`config.mk`:
```
export PLATFORM = sky130hd
export DESIGN_NAME = multi_slot_periodic_event_timebase_top
export DESIGN_NICKNAME = d
export VERILOG_FILES = /design/src/rtl/mspet_pkg.sv /design/src/rtl/mspet_slot.sv /design/src/rtl/multi_slot_periodic_event_timebase_top.sv
export SDC_FILE = /design/constraint.sdc
export NUM_CORES = 1
export LEC_CHECK = 0
export BUFFER_PORTS_ARGS = -buffer_cell sky130_fd_sc_hd__buf_4
export CORE_MARGIN = 2
export CORE_UTILIZATION = 45
export CTS_BUF_LIST = sky130_fd_sc_hd__clkbuf_4
export CTS_CLUSTER_DIAMETER = 40
export DETAILED_ROUTE_END_ITERATION = 8
export PLACE_DENSITY = 0.65
export SLEW_MARGIN = 15
export SYNTH_ARGS = -nofsm -noshare
export SYNTH_HDL_FRONTEND = slang
export SYNTH_SLANG_ARGS = --single-unit
```
`constraint.sdc`:
```
create_clock -name clk -period 8.29 [get_ports clk]
set_input_delay 1.2435 -clock clk [delete_from_list [all_inputs] [get_ports clk]]
set_output_delay 1.2435 -clock clk [all_outputs]
set_load 0.01 [all_outputs]
```
`src/rtl/mspet_pkg.sv`:
```
// Shared constants and types of the multi-slot periodic event timebase.
package mspet_pkg;

    // Slot and register counts
    localparam int SLOT_COUNT  = 4;
    localparam int PERIOD_REGS = 4;

    // Field widths
    localparam int OP_W        = 2;
    localparam int IDX_W       = 3;
    localparam int PERIOD_W    = 16;
    localparam int COUNT_W     = 8;
    localparam int IN_TDATA_W  = 8;
    localparam int OUT_TDATA_W = 8;
    localparam int CFG_IDX_W   = 3;
    localparam int CFG_DATA_W  = 16;

    // Operation codes
    localparam logic [OP_W-1:0] OP_TICK    = 2'd0;
    localparam logic [OP_W-1:0] OP_CONSUME = 2'd1;
    localparam logic [OP_W-1:0] OP_CLEAR   = 2'd2;

    // Register indexes; periods follow the first one in order
    localparam logic [CFG_IDX_W-1:0] REG_MAX_PENDING = 3'd0;
    localparam logic [CFG_IDX_W-1:0] REG_PERIOD_0    = 3'd1;

    // Per-slot command from the sequencing logic
    typedef struct packed {
        logic tick;
        logic clear;
        logic take;
    } slot_cmd_t;

endpackage

```
`src/rtl/mspet_slot.sv`:
```
// One event slot: elapsed-tick counter and saturating pending-event counter.
module mspet_slot (
    input  logic                           clk,
    input  logic                           rst_n,
    input  mspet_pkg::slot_cmd_t           cmd,
    input  logic [mspet_pkg::PERIOD_W-1:0] period,
    input  logic [mspet_pkg::COUNT_W-1:0]  limit,
    output logic [mspet_pkg::COUNT_W-1:0]  pending
);

    logic [mspet_pkg::PERIOD_W-1:0] elapsed_reg;
    logic [mspet_pkg::PERIOD_W-1:0] elapsed_next;
    logic [mspet_pkg::COUNT_W-1:0]  pending_reg;
    logic [mspet_pkg::COUNT_W-1:0]  pending_next;
    logic [mspet_pkg::PERIOD_W-1:0] elapsed_inc;
    logic                           fire;

    // Increment wraps at the counter width; a lowered period fires at once
    assign elapsed_inc = elapsed_reg + mspet_pkg::PERIOD_W'(1);
    assign fire        = (elapsed_inc >= period);

    // Next-state logic
    always_comb
    begin
        elapsed_next = elapsed_reg;
        pending_next = pending_reg;
        if (cmd.clear)
        begin
            elapsed_next = '0;
            pending_next = '0;
        end
        else if (cmd.tick && (period != '0))
        begin
            if (fire)
            begin
                elapsed_next = '0;
                // saturate; a count already above a lowered limit is kept
                if (pending_reg < limit)
                begin
                    pending_next = pending_reg + mspet_pkg::COUNT_W'(1);
                end
            end
            else
            begin
                elapsed_next = elapsed_inc;
            end
        end
        else if (cmd.take)
        begin
            pending_next = '0;
        end
    end

    always_ff @(posedge clk or negedge rst_n)
    begin
        if (!rst_n)
        begin
            elapsed_reg <= '0;
            pending_reg <= '0;
        end
        else
        begin
            elapsed_reg <= elapsed_next;
            pending_reg <= pending_next;
        end
    end

    assign pending = pending_reg;

endmodule

```
`src/rtl/multi_slot_periodic_event_timebase_top.sv`:
```
// Top level of the multi-slot periodic event timebase.
// An accepted request passes from the input register through one pass of slot logic into
// the result register; a stalled result delays it.
// Throughput: one request per cycle unless the result stalls; all slots update in one pass.
// Reset: asynchronous, active low; clears all counters, periods to 0, maximum to 1.
// Configuration writes take effect at the next edge and leave counters untouched.
module multi_slot_periodic_event_timebase_top (
    input  logic                                clk,
    input  logic                                rst_n,
    // configuration write port
    input  logic                                cfg_we,
    input  logic [mspet_pkg::CFG_IDX_W-1:0]     cfg_index,
    input  logic [mspet_pkg::CFG_DATA_W-1:0]    cfg_data,
    // request stream
    input  logic                                s_axis_tvalid,
    output logic                                s_axis_tready,
    input  logic [mspet_pkg::IN_TDATA_W-1:0]    s_axis_tdata,  // operation[1:0], slot_index[4:2]
    // result stream
    output logic                                m_axis_tvalid,
    input  logic                                m_axis_tready,
    output logic [mspet_pkg::OUT_TDATA_W-1:0]   m_axis_tdata   // pending_count[7:0]
);

    // Configuration registers
    logic [mspet_pkg::COUNT_W-1:0]  max_pending_reg;
    logic [mspet_pkg::PERIOD_W-1:0] period_reg [mspet_pkg::PERIOD_REGS];

    // Input register
    logic                          in_valid_reg;
    logic [mspet_pkg::OP_W-1:0]    in_op_reg;
    logic [mspet_pkg::IDX_W-1:0]   in_idx_reg;

    // Result register
    logic                          out_valid_reg;
    logic [mspet_pkg::COUNT_W-1:0] out_data_reg;
    logic [mspet_pkg::COUNT_W-1:0] out_data_next;

    logic                          accept;
    logic                          advance;
    logic [mspet_pkg::COUNT_W-1:0] limit;

    mspet_pkg::slot_cmd_t           slot_cmd     [mspet_pkg::SLOT_COUNT];
    logic [mspet_pkg::PERIOD_W-1:0] slot_period  [mspet_pkg::SLOT_COUNT];
    logic [mspet_pkg::COUNT_W-1:0]  slot_pending [mspet_pkg::SLOT_COUNT];

    // Configuration writes; out-of-range indexes are dropped
    always_ff @(posedge clk or negedge rst_n)
    begin
        if (!rst_n)
        begin
            max_pending_reg <= mspet_pkg::COUNT_W'(1);
            for (int p = 0; p < mspet_pkg::PERIOD_REGS; p++)
            begin
                period_reg[p] <= '0;
            end
        end
        else if (cfg_we)
        begin
            if (cfg_index == mspet_pkg::REG_MAX_PENDING)
            begin
                max_pending_reg <= cfg_data[mspet_pkg::COUNT_W-1:0];
            end
            for (int p = 0; p < mspet_pkg::PERIOD_REGS; p++)
            begin
                if (cfg_index == (mspet_pkg::REG_PERIOD_0 + mspet_pkg::CFG_IDX_W'(p)))
                begin
                    period_reg[p] <= cfg_data[mspet_pkg::PERIOD_W-1:0];
                end
            end
        end
    end

    // A maximum of zero acts as one
    assign limit = (max_pending_reg == '0) ? mspet_pkg::COUNT_W'(1) : max_pending_reg;

    // Handshake: the request moves on when the result register is free or drains
    assign advance       = in_valid_reg && (!out_valid_reg || m_axis_tready);
    assign s_axis_tready = !in_valid_reg || advance;
    assign accept        = s_axis_tvalid && s_axis_tready;

    always_ff @(posedge clk or negedge rst_n)
    begin
        if (!rst_n)
        begin
            in_valid_reg <= 1'b0;
        end
        else if (s_axis_tready)
        begin
            in_valid_reg <= s_axis_tvalid;
        end
    end

    always_ff @(posedge clk)
    begin
        if (accept)
        begin
            in_op_reg  <= s_axis_tdata[mspet_pkg::OP_W-1:0];
            in_idx_reg <= s_axis_tdata[mspet_pkg::OP_W +: mspet_pkg::IDX_W];
        end
    end

    // Slots; those without a period register stay disabled
    for (genvar s = 0; s < mspet_pkg::SLOT_COUNT; s++)
    begin : g_slot
        if (s < mspet_pkg::PERIOD_REGS)
        begin : g_per
            assign slot_period[s] = period_reg[s];
        end
        else
        begin : g_noper
            assign slot_period[s] = '0;
        end

        assign slot_cmd[s].tick  = advance && (in_op_reg == mspet_pkg::OP_TICK);
        assign slot_cmd[s].clear = advance && (in_op_reg == mspet_pkg::OP_CLEAR);
        assign slot_cmd[s].take  = advance && (in_op_reg == mspet_pkg::OP_CONSUME)
                                   && (in_idx_reg == mspet_pkg::IDX_W'(s));

        mspet_slot u_slot (
            .clk     (clk),
            .rst_n   (rst_n),
            .cmd     (slot_cmd[s]),
            .period  (slot_period[s]),
            .limit   (limit),
            .pending (slot_pending[s])
        );
    end

    // Result: pending count of the consumed slot, zero otherwise
    always_comb
    begin
        out_data_next = '0;
        for (int s = 0; s < mspet_pkg::SLOT_COUNT; s++)
        begin
            if (slot_cmd[s].take)
            begin
                out_data_next = out_data_next | slot_pending[s];
            end
        end
    end

    always_ff @(posedge clk or negedge rst_n)
    begin
        if (!rst_n)
        begin
            out_valid_reg <= 1'b0;
        end
        else if (advance)
        begin
            out_valid_reg <= 1'b1;
        end
        else if (m_axis_tready)
        begin
            out_valid_reg <= 1'b0;
        end
    end

    always_ff @(posedge clk)
    begin
        if (advance)
        begin
            out_data_reg <= out_data_next;
        end
    end

    assign m_axis_tvalid = out_valid_reg;
    assign m_axis_tdata  = out_data_reg;

endmodule

```
# Word-level counts from Yosys, hierarchy flattened
# Index checks and enable logic that the tools add are counted.
# totals
ff_bits,183
output_inout_bits,10
# classes
n_addsub,8
order_cmp,8
n_eq_ne,17
n_mux,39
bitwise,3
n_reduce_logical,43
# ops
cell,count
$mux W8,25
$mux W16,12
$add A16 B1 Y16 const B,4
$ge A16 B16 Y1,4
$reduce_bool A16 Y1,4
$add A8 B1 Y8 const B,4
$lt A8 B8 Y1,4
$or A8 B8 Y8,3
$logic_and A1 B1 Y1,13
$eq A3 B2 Y1 const B,4
$ne A3 B2 Y1 const B,4
$reduce_and A3 Y1,4
$reduce_bool A3 Y1,4
$reduce_and A2 Y1,5
$reduce_bool A2 Y1,5
$ne A3 B3 Y1 const B,3
$logic_not A8 Y1,1
$eq A3 B1 Y1 const B,2
$logic_not A3 Y1,2
$eq A3 B3 Y1 const B,1
$ne A3 B1 Y1 const B,1
$eq A2 B1 Y1 const B,1
$eq A2 B2 Y1 const B,1
$logic_not A1 Y1,2
3 further kinds,5

# Logic depth before layout (Yosys ltp)
# Gate-level depths: netlist (run 1).
# depth
ltp_word,12
mapped_depth,16

# By module
# A second synthesis (run 1) with hierarchy kept.
# hier_totals
cells_unflattened,1106
area_unflattened_um2,11554.8
# modules_own_cells
mod,n_inst,cells_each,area_per_inst_um2,seq_area_each_um2
mspet_slot,4,218,1985.7,600.6
multi_slot_periodic_event_timebase_top,1,234,3612.2,2243.4

# Least setup slack after synthesis (run 1)
# Ideal clock, no wire load.
# synth_path
path_kind,reg2reg
start,register g_slot[2].u_slot.elapsed_reg[0] in the netlist's numbering
end,register g_slot[2].u_slot.pending_reg (netlist bit g_slot[2].u_slot.pending[7])
arrival_ns,3.330
t_required_ns,8.166
slack_ns,4.836
stages_incl_launch_ff,16
n_path_buf,2
synth_period_minus_slack_ns,3.454
cell_sequence,dfrtp_1 -> ha_1 -> inv_1 -> or3_1 -> clkbuf_1 -> nor3b_2 -> nand3_1 -> xnor2_1 -> ha_1 -> nand4_1 -> a211oi_1 -> a2111o_1 -> a21oi_1 -> buf_2 -> nor4_1 -> a211o_1
# synth_between
elab_chain_cells,4
# synth_rtl
element,line,source
"start, declared",mspet_slot.sv:11,logic [mspet_pkg::PERIOD_W-1:0] elapsed_reg;
"start signal, assigned",mspet_slot.sv:63,elapsed_reg <= elapsed_next;
$add A16 B1 Y16,mspet_slot.sv:19,assign elapsed_inc = elapsed_reg + mspet_pkg::PERIOD_W'(1);
$ge A16 B16 Y1,mspet_slot.sv:20,assign fire = (elapsed_inc >= period);
$ne A3 B2 Y1 (no source line),-,
$reduce_and A3 Y1 (no source line),-,
"end signal, assigned",mspet_slot.sv:64,pending_reg <= pending_next;
"end, declared",mspet_slot.sv:13,logic [mspet_pkg::COUNT_W-1:0] pending_reg;
# Every way passes these cells.
# A chain may end at the register's enable or synchronous reset.

# Worst setup path in the final report (run 1)
# layout_path
start,register g_slot[0].u_slot.elapsed_reg[0] in the netlist's numbering
end,register g_slot[0].u_slot.pending_reg (netlist bit g_slot[0].u_slot.pending[7])
# layout_between
elab_chain_cells,4
# layout_rtl
element,line
"start, declared",mspet_slot.sv:11
"start signal, assigned",mspet_slot.sv:63
$add A16 B1 Y16,mspet_slot.sv:19
$ge A16 B16 Y1,mspet_slot.sv:20
$ne A3 B1 Y1 (no source line),-
$reduce_and A3 Y1 (no source line),-
"end signal, assigned",mspet_slot.sv:64
"end, declared",mspet_slot.sv:13
# Every way passes these cells.

==> results of run 1 <==
==> cells in the final DEF (no fill, tap or decap), types with 19 or more instances in the layout <==
| cell type | synthesis | routed |
|---|---|---|
| buf_4 | 2 | 48 |
| a32o_1 | 23 | 23 |
| clkbuf_4 | 0 | 20 |
| a31oi_1 | 46 | 46 |
| nor2_1 | 26 | 26 |
| xor2_1 | 27 | 27 |
| nor4_1 | 25 | 25 |
| and3_1 | 41 | 41 |
| dfrtp_1 | 169 | 169 |
| nand2_1 | 102 | 102 |
| nand3_1 | 54 | 54 |
| ha_1 | 100 | 100 |
| o21ai_0 | 83 | 83 |
| nand4_1 | 19 | 19 |
| inv_1 | 98 | 98 |
| a21oi_1 | 26 | 25 |
| mux2_2 | 22 | 22 |
| xnor2_1 | 28 | 28 |
==> layer usage <==
layer | part of all wire | up-vias | global-route usage
met5 | 0 | - | 0
met4 | 0.018 | 0 | 0.0623
met3 | 0.040 | 38 | 0.0320
met2 | 0.48 | 159 | 0.343
met1 | 0.46 | 4400 | 0.290
li1 | - | 4350 | -
==> critical path: stages (launching register included) <==
cell	delay [ps]
dfrtp_1	470
ha_1	290
nand2_1	130
nor4_1	710
nand3_1	180
xnor2_1	240
ha_1	270
nand2_1	80
nor2_1	50
a211oi_1	770
and2_1	720
nand2_1	190
a221o_1	350
==> area by class of cell <==
cell class | count | area share
Antenna cell | 1 | 0.000204
Clock buffer | 20 | 0.0123
Clock inverter | 12 | 0.00859
Inverter | 98 | 0.0301
Multi-Input combinational cell | 836 | 0.505
Sequential cell | 183 | 0.380
Tap cell | 330 | 0.0337
Timing Repair Buffer | 49 | 0.0304
==> worst paths after layout <==
check                                                  from                               end  cells after the start
setup / recovery            g_slot[0].u_slot.elapsed_reg[0]       g_slot[0].u_slot.pending[7]                     12
hold / removal             g_slot[3].u_slot.elapsed_reg[12]  g_slot[3].u_slot.elapsed_reg[12]                      1
setup reg to reg            g_slot[0].u_slot.elapsed_reg[0]       g_slot[0].u_slot.pending[7]                     12
hold reg to reg            g_slot[3].u_slot.elapsed_reg[12]  g_slot[3].u_slot.elapsed_reg[12]                      1
max in group asynchronous                             rst_n                     period_reg[2]                      2
min in group asynchronous                             rst_n  g_slot[0].u_slot.elapsed_reg[12]                      1
==> synth_stat cells (22+ instances only) <==
master      n
a21oi_1    26
a31oi_1    46
a32o_1     23
and3_1     41
clkbuf_1   28
dfrtp_1   169
ha_1      100
inv_1      98
mux2_2     22
nand2_1   102
nand3_1    54
nor2_1     26
nor4_1     25
o21ai_0    83
xnor2_1    28
xor2_1     27
==> power by group <==
part | internal (W) | switching (W) | leakage, nW | total (W)
logic | 0.000184 | 0.000267 | 3.24 | 0.000450
clock network | 0.000158 | 0.000320 | 0.134 | 0.000478
registers | 0.00100 | 0.0000879 | 2.35 | 0.00109
total | 0.00135 | 0.000675 | 5.72 | 0.00202
==> cell families after synthesis <==
logic type	share of synthesized area
multiplexers	0.0411
flip-flops	0.408
AND/OR/NAND/NOR	0.170
AO/OA/AOI/OAI	0.177
XOR/XNOR	0.0437
adder cells (fa/ha/maj)	0.110
buffers and inverters	0.0507
==> per-stage QoR <==
stage          worst slack [ps]   util  cell area (µm²)  total power (W)
2_1_floorplan              4840      -            11400          0.00140
3_3_place_gp               3880  0.479            12000          0.00154
3_5_place_dp               3840  0.479            12000          0.00156
4_1_cts                    3800  0.489            12200          0.00204
5_1_grt                    3360  0.489            12200          0.00216
6_report                   3760  0.489            12200          0.00202
==> flow_summary_export.csv, run 1 <==
group,metric,value,unit
critical_path,path_class,"reg -> reg",
synth,synth_cell_type_count,78,
layout,area_growth,7.45,%
sta,relSlewSlack,0.375,
critical_path,cp-end-kind,"register",
synth,post-synth-top-area-cell,"dfrtp_1",
cts,cts_sinks,183,
critical_path,r2r_setup_slack,3760,ps
sta,period_share,0.547,
grt,grt_start_max_net_pins,61,
cts,clkLatencyLatePin,600,ps
routing,drc,0,
hold_path,holdCritPathClass,"reg -> reg",
routing,wl_per_cell,17.6,µm
cts,holdBufCountCts,0,
grt,grt_pass1_vias,8492,
pwr,leakagePower,5.72,nW
sta,fin_hold_ws,514,ps
synth,syn_avg_cell_area,9.79,µm²
die,core_area,0.0250,mm²
synth,synth_nets,1296,
sta,finalMaxSlewViolations,0,
placement,gp_congestion,0.819,
die,initial_utilization,0.455,
layout,multi_input_area,0.00618,mm²
sta,rsz0062_at_grt,"no",
die,row_count,58,
sta,skew,25.9,ps
grt,grtUsageTotal,0.210,
routing,route.vias.total,8947,
routing,avgViaCountPerCell,5.85,
cts,cts.reportedPaths.clkPinSlew,150,ps
die,chipHeight,163,µm
grt,antenna_found_initial,1,
cts,cts_tree,"done",
cts,cts_max_level,4,
routing,ant_nets,0,
synth,yosysSeqAreaShare,0.408,
layout,layout.cells.non_filler,1529,
layout,drive_gt1_frac,0.110,
grt,grt_remaining_overflow,0,
grt,grt_pass1_wl,44200,µm
cts,post-cts-setup-buffer-count,0,
layout,seq_area,0.00465,mm²
synth,synth-edff-count,13,
critical_path,crit_arrival,5020,ps
die,ioPinCount,42,
pwr,vdd_drop_max,0.0758,mV
sta,max_freq,221,MHz
cts,cts-resized-gates,0,
die,fp.dieW,163,µm
sta,worst_pin_slew,931,ps
sta,hold_viol_final,0,
routing,drt_iter0_markers,646,
cts,ctsLongestPathBuffers,2,
sta,finalSetupViolations,0,
synth,syn-cell-area,0.0114,mm²
die,die-area,0.0266,mm²
synth,yosys-top-cells-area,"dfrtp_1 (37%), ha_1 (11%), o21ai_0 (3.6%), edfxtp_1 (3.4%), nand2_1 (3.4%)",
placement,detailedPlacementHpwl,19800,µm
pwr,powerDensity,165,mW/mm²
synth,syn_inst,1164,
placement,io_buffers,38,
synth,yosysTopAreaCellShare,0.371,
synth,synthArstFlopShare,0.929,
critical_path,critPathRequiredTime,8770,ps
sta,period_minus_slack,4530,ps
sta,fin_tns_setup,0,ps
cts,cts_buffers,17,
synth,ys.warnings.count,0,
run,maxCapViolations,0,
routing,drt-total-wl,27000,µm
layout,nFillCells,2340,
cts,cts-root-buf,"clkbuf_4",
placement,post-place-cells,1496,
synth,ys_ff_latch,183,
critical_path,cp_max_fo,20,
status,status,"completed",
synth,synth_top_flop_cell,"dfrtp_1",
layout,final_net_count,1317,
critical_path,start_kind,"register",
routing,firstDrtPassIters,5,
Power figures use the tool's default switching activity.
==> run 2, diff against run 1 <==
==> constraint.sdc (replaced) <==
create_clock -name clk -period 4.6 [get_ports clk]
set_input_delay 0.69 -clock clk [delete_from_list [all_inputs] [get_ports clk]]
set_output_delay 0.69 -clock clk [all_outputs]
set_load 0.01 [all_outputs]
==> run 2 against run 1 <==
Against the previous run: utilization is 0.26 points higher; power is 84% higher; cell count is 0.13% higher; flip-flop and latch count stayed put; sequential power is 81% higher; clock skew is 2.7 ps lower; critical path depth is 2 higher; setup slack worse by 3200 ps; combinational power is 80% higher; register-to-register slack worse by 3200 ps; fmax is 13% higher; largest power group unchanged.
==> flow_summary_export.csv, run 2 (synthesis results as in run 1) <==
group,metric,value,unit
layout,seq_area,0.00465,mm²
grt,grt_start_max_net_pins,171,
routing,drc,0,
sta,finalMaxSlewViolations,0,
critical_path,crit_arrival,4520,ps
cts,cts-root-buf,"clkbuf_4",
pwr,leakagePower,5.76,nW
cts,cts_tree,"done",
sta,fin_tns_setup,0,ps
cts,cts-resized-gates,0,
routing,firstDrtPassIters,5,
layout,multi_input_area,0.00618,mm²
cts,ctsLongestPathBuffers,2,
sta,worst_pin_slew,989,ps
critical_path,regToRegEndpoint,"g_slot[3].u_slot.elapsed_reg[6]",
die,ioPinCount,42,
cts,cts_sinks,183,
hold_path,holdCritPathClass,"in -> async",
layout,area_growth,8.02,%
cts,post-cts-setup-buffer-count,0,
sta,relSlewSlack,0.338,
layout,drive_gt1_frac,0.113,
routing,ant_nets,0,
grt,grt_pass1_vias,8699,
die,core_area,0.0250,mm²
cts,clkLatencyLatePin,590,ps
die,chipHeight,163,µm
placement,io_buffers,38,
cts,holdBufCountCts,0,
grt,grt_remaining_overflow,0,
die,die-area,0.0266,mm²
layout,layout_common_cells,"dfrtp_1 (169), nand2_1 (102), ha_1 (100)",
placement,gp_congestion,0.850,
cts,cts.reportedPaths.clkPinSlew,160,ps
sta,period_share,0.871,
status,status,"completed",
die,initial_utilization,0.455,
grt,antenna_found_initial,1,
layout,layout_commonest_cell,"dfrtp_1",
grt,grtUsageTotal,0.214,
critical_path,critPathRequiredTime,5120,ps
routing,drt-total-wl,27100,µm
sta,fin_hold_ws,256,ps
sta,finalSetupViolations,0,
sta,fin_ws,594,ps
layout,final_net_count,1321,
critical_path,cp_max_fo,13,
routing,avgViaCountPerCell,5.79,
layout,fin_area,0.0123,mm²
critical_path,reg2reg_depth,14,
placement,placed_cell_area,0.0120,mm²
layout,nFillCells,2377,
grt,grt_pass1_wl,45200,µm
routing,route.vias.total,8866,
run,maxCapViolations,0,
cts,cts_max_level,4,
routing,drt_iter0_markers,552,
pwr,finalPower,0.00371,W
sta,period_minus_slack,4010,ps
placement,pre_cts_ws,656,ps
pwr,powerDensity,301,mW/mm²
placement,detailedPlacementHpwl,19700,µm
die,fp.dieW,163,µm
critical_path,start_kind,"register",
sta,max_freq,250,MHz
critical_path,cp-end-kind,"register",
routing,wl_per_cell,17.7,µm
sta,hold_viol_final,0,
cts,cts_buffers,17,
pwr,vdd_drop_max,0.185,mV
sta,rsz0062_at_grt,"no",
critical_path,r2r-start,"g_slot[3].u_slot.elapsed_reg[0]",
critical_path,r2r_setup_slack,590,ps
die,row_count,58,
sta,skew,23.2,ps
critical_path,path_class,"reg -> reg",
run 2: cell types whose count changed in the layout (fill, tap and decap cells not counted), moves of 2 or more:
cell | before | now
buf_4 | 48 | 51
clkbuf_4 | 20 | 17
clkinv_1 | 2 | 0
clkinv_2 | 2 | 0
inv_6 | 1 | 3
run 2: area by class of cell:
class                   count  area share
inverters                  98      0.0299
flip-flops and latches    183       0.378
clock inverters            13      0.0122
clock buffers              17      0.0104
diodes                      1    0.000203
multi-input cells         836       0.503
well taps                 330      0.0336
repair buffers             53      0.0337
run 2: how the worst max path moves through the flow:
stage	startpoint	to	slack, ps	depth (start not counted)
2_1_floorplan	g_slot[2].u_slot.elapsed_reg[0]	g_slot[2].u_slot.pending[7]	1150	15
3_3_place_gp	g_slot[3].u_slot.elapsed_reg[0]	g_slot[3].u_slot.elapsed_reg[2]	750	14
3_5_place_dp	g_slot[1].u_slot.elapsed_reg[2]	g_slot[1].u_slot.pending[6]	660	12
4_1_cts	g_slot[3].u_slot.elapsed_reg[0]	g_slot[3].u_slot.elapsed_reg[6]	610	14
5_1_grt	g_slot[3].u_slot.elapsed_reg[0]	g_slot[3].u_slot.elapsed_reg[5]	270	14
6_report	g_slot[3].u_slot.elapsed_reg[0]	g_slot[3].u_slot.elapsed_reg[6]	590	14
run 2: through the flow:
stage               instances   util
floorplan                1164      -
global placement         1500  0.480
detailed placement       1500  0.480
CTS                      1530  0.491
global route             1531  0.491
finish                   1531  0.491
run 2: report_power, final:
| group | internal, W | total [W] | switching [W] |
|---|---|---|---|
| Clock | 0.000326 | 0.000926 | 0.000599 |
| Sequential | 0.00181 | 0.00197 | 0.000161 |
| Combinational | 0.000331 | 0.000812 | 0.000481 |
run 2: layer usage:
layer | global-route usage | part of all wire
met5 | 0 | 0
met4 | 0.0575 | 0.021
met3 | 0.0394 | 0.043
met2 | 0.349 | 0.47
met1 | 0.292 | 0.47
run 2: critical path, cell delays in order (launching register included):
cell and delay (ps):
dfrtp_1 490, ha_1 280, inv_1 80, or3_1 480, nor3_2 330, nand3_1 140, xnor2_1 230, ha_1 290
o21ai_0 180, nor2_1 60, a2111o_1 350, a21oi_2 460, buf_4 290, nand3_1 90, a31oi_1 190
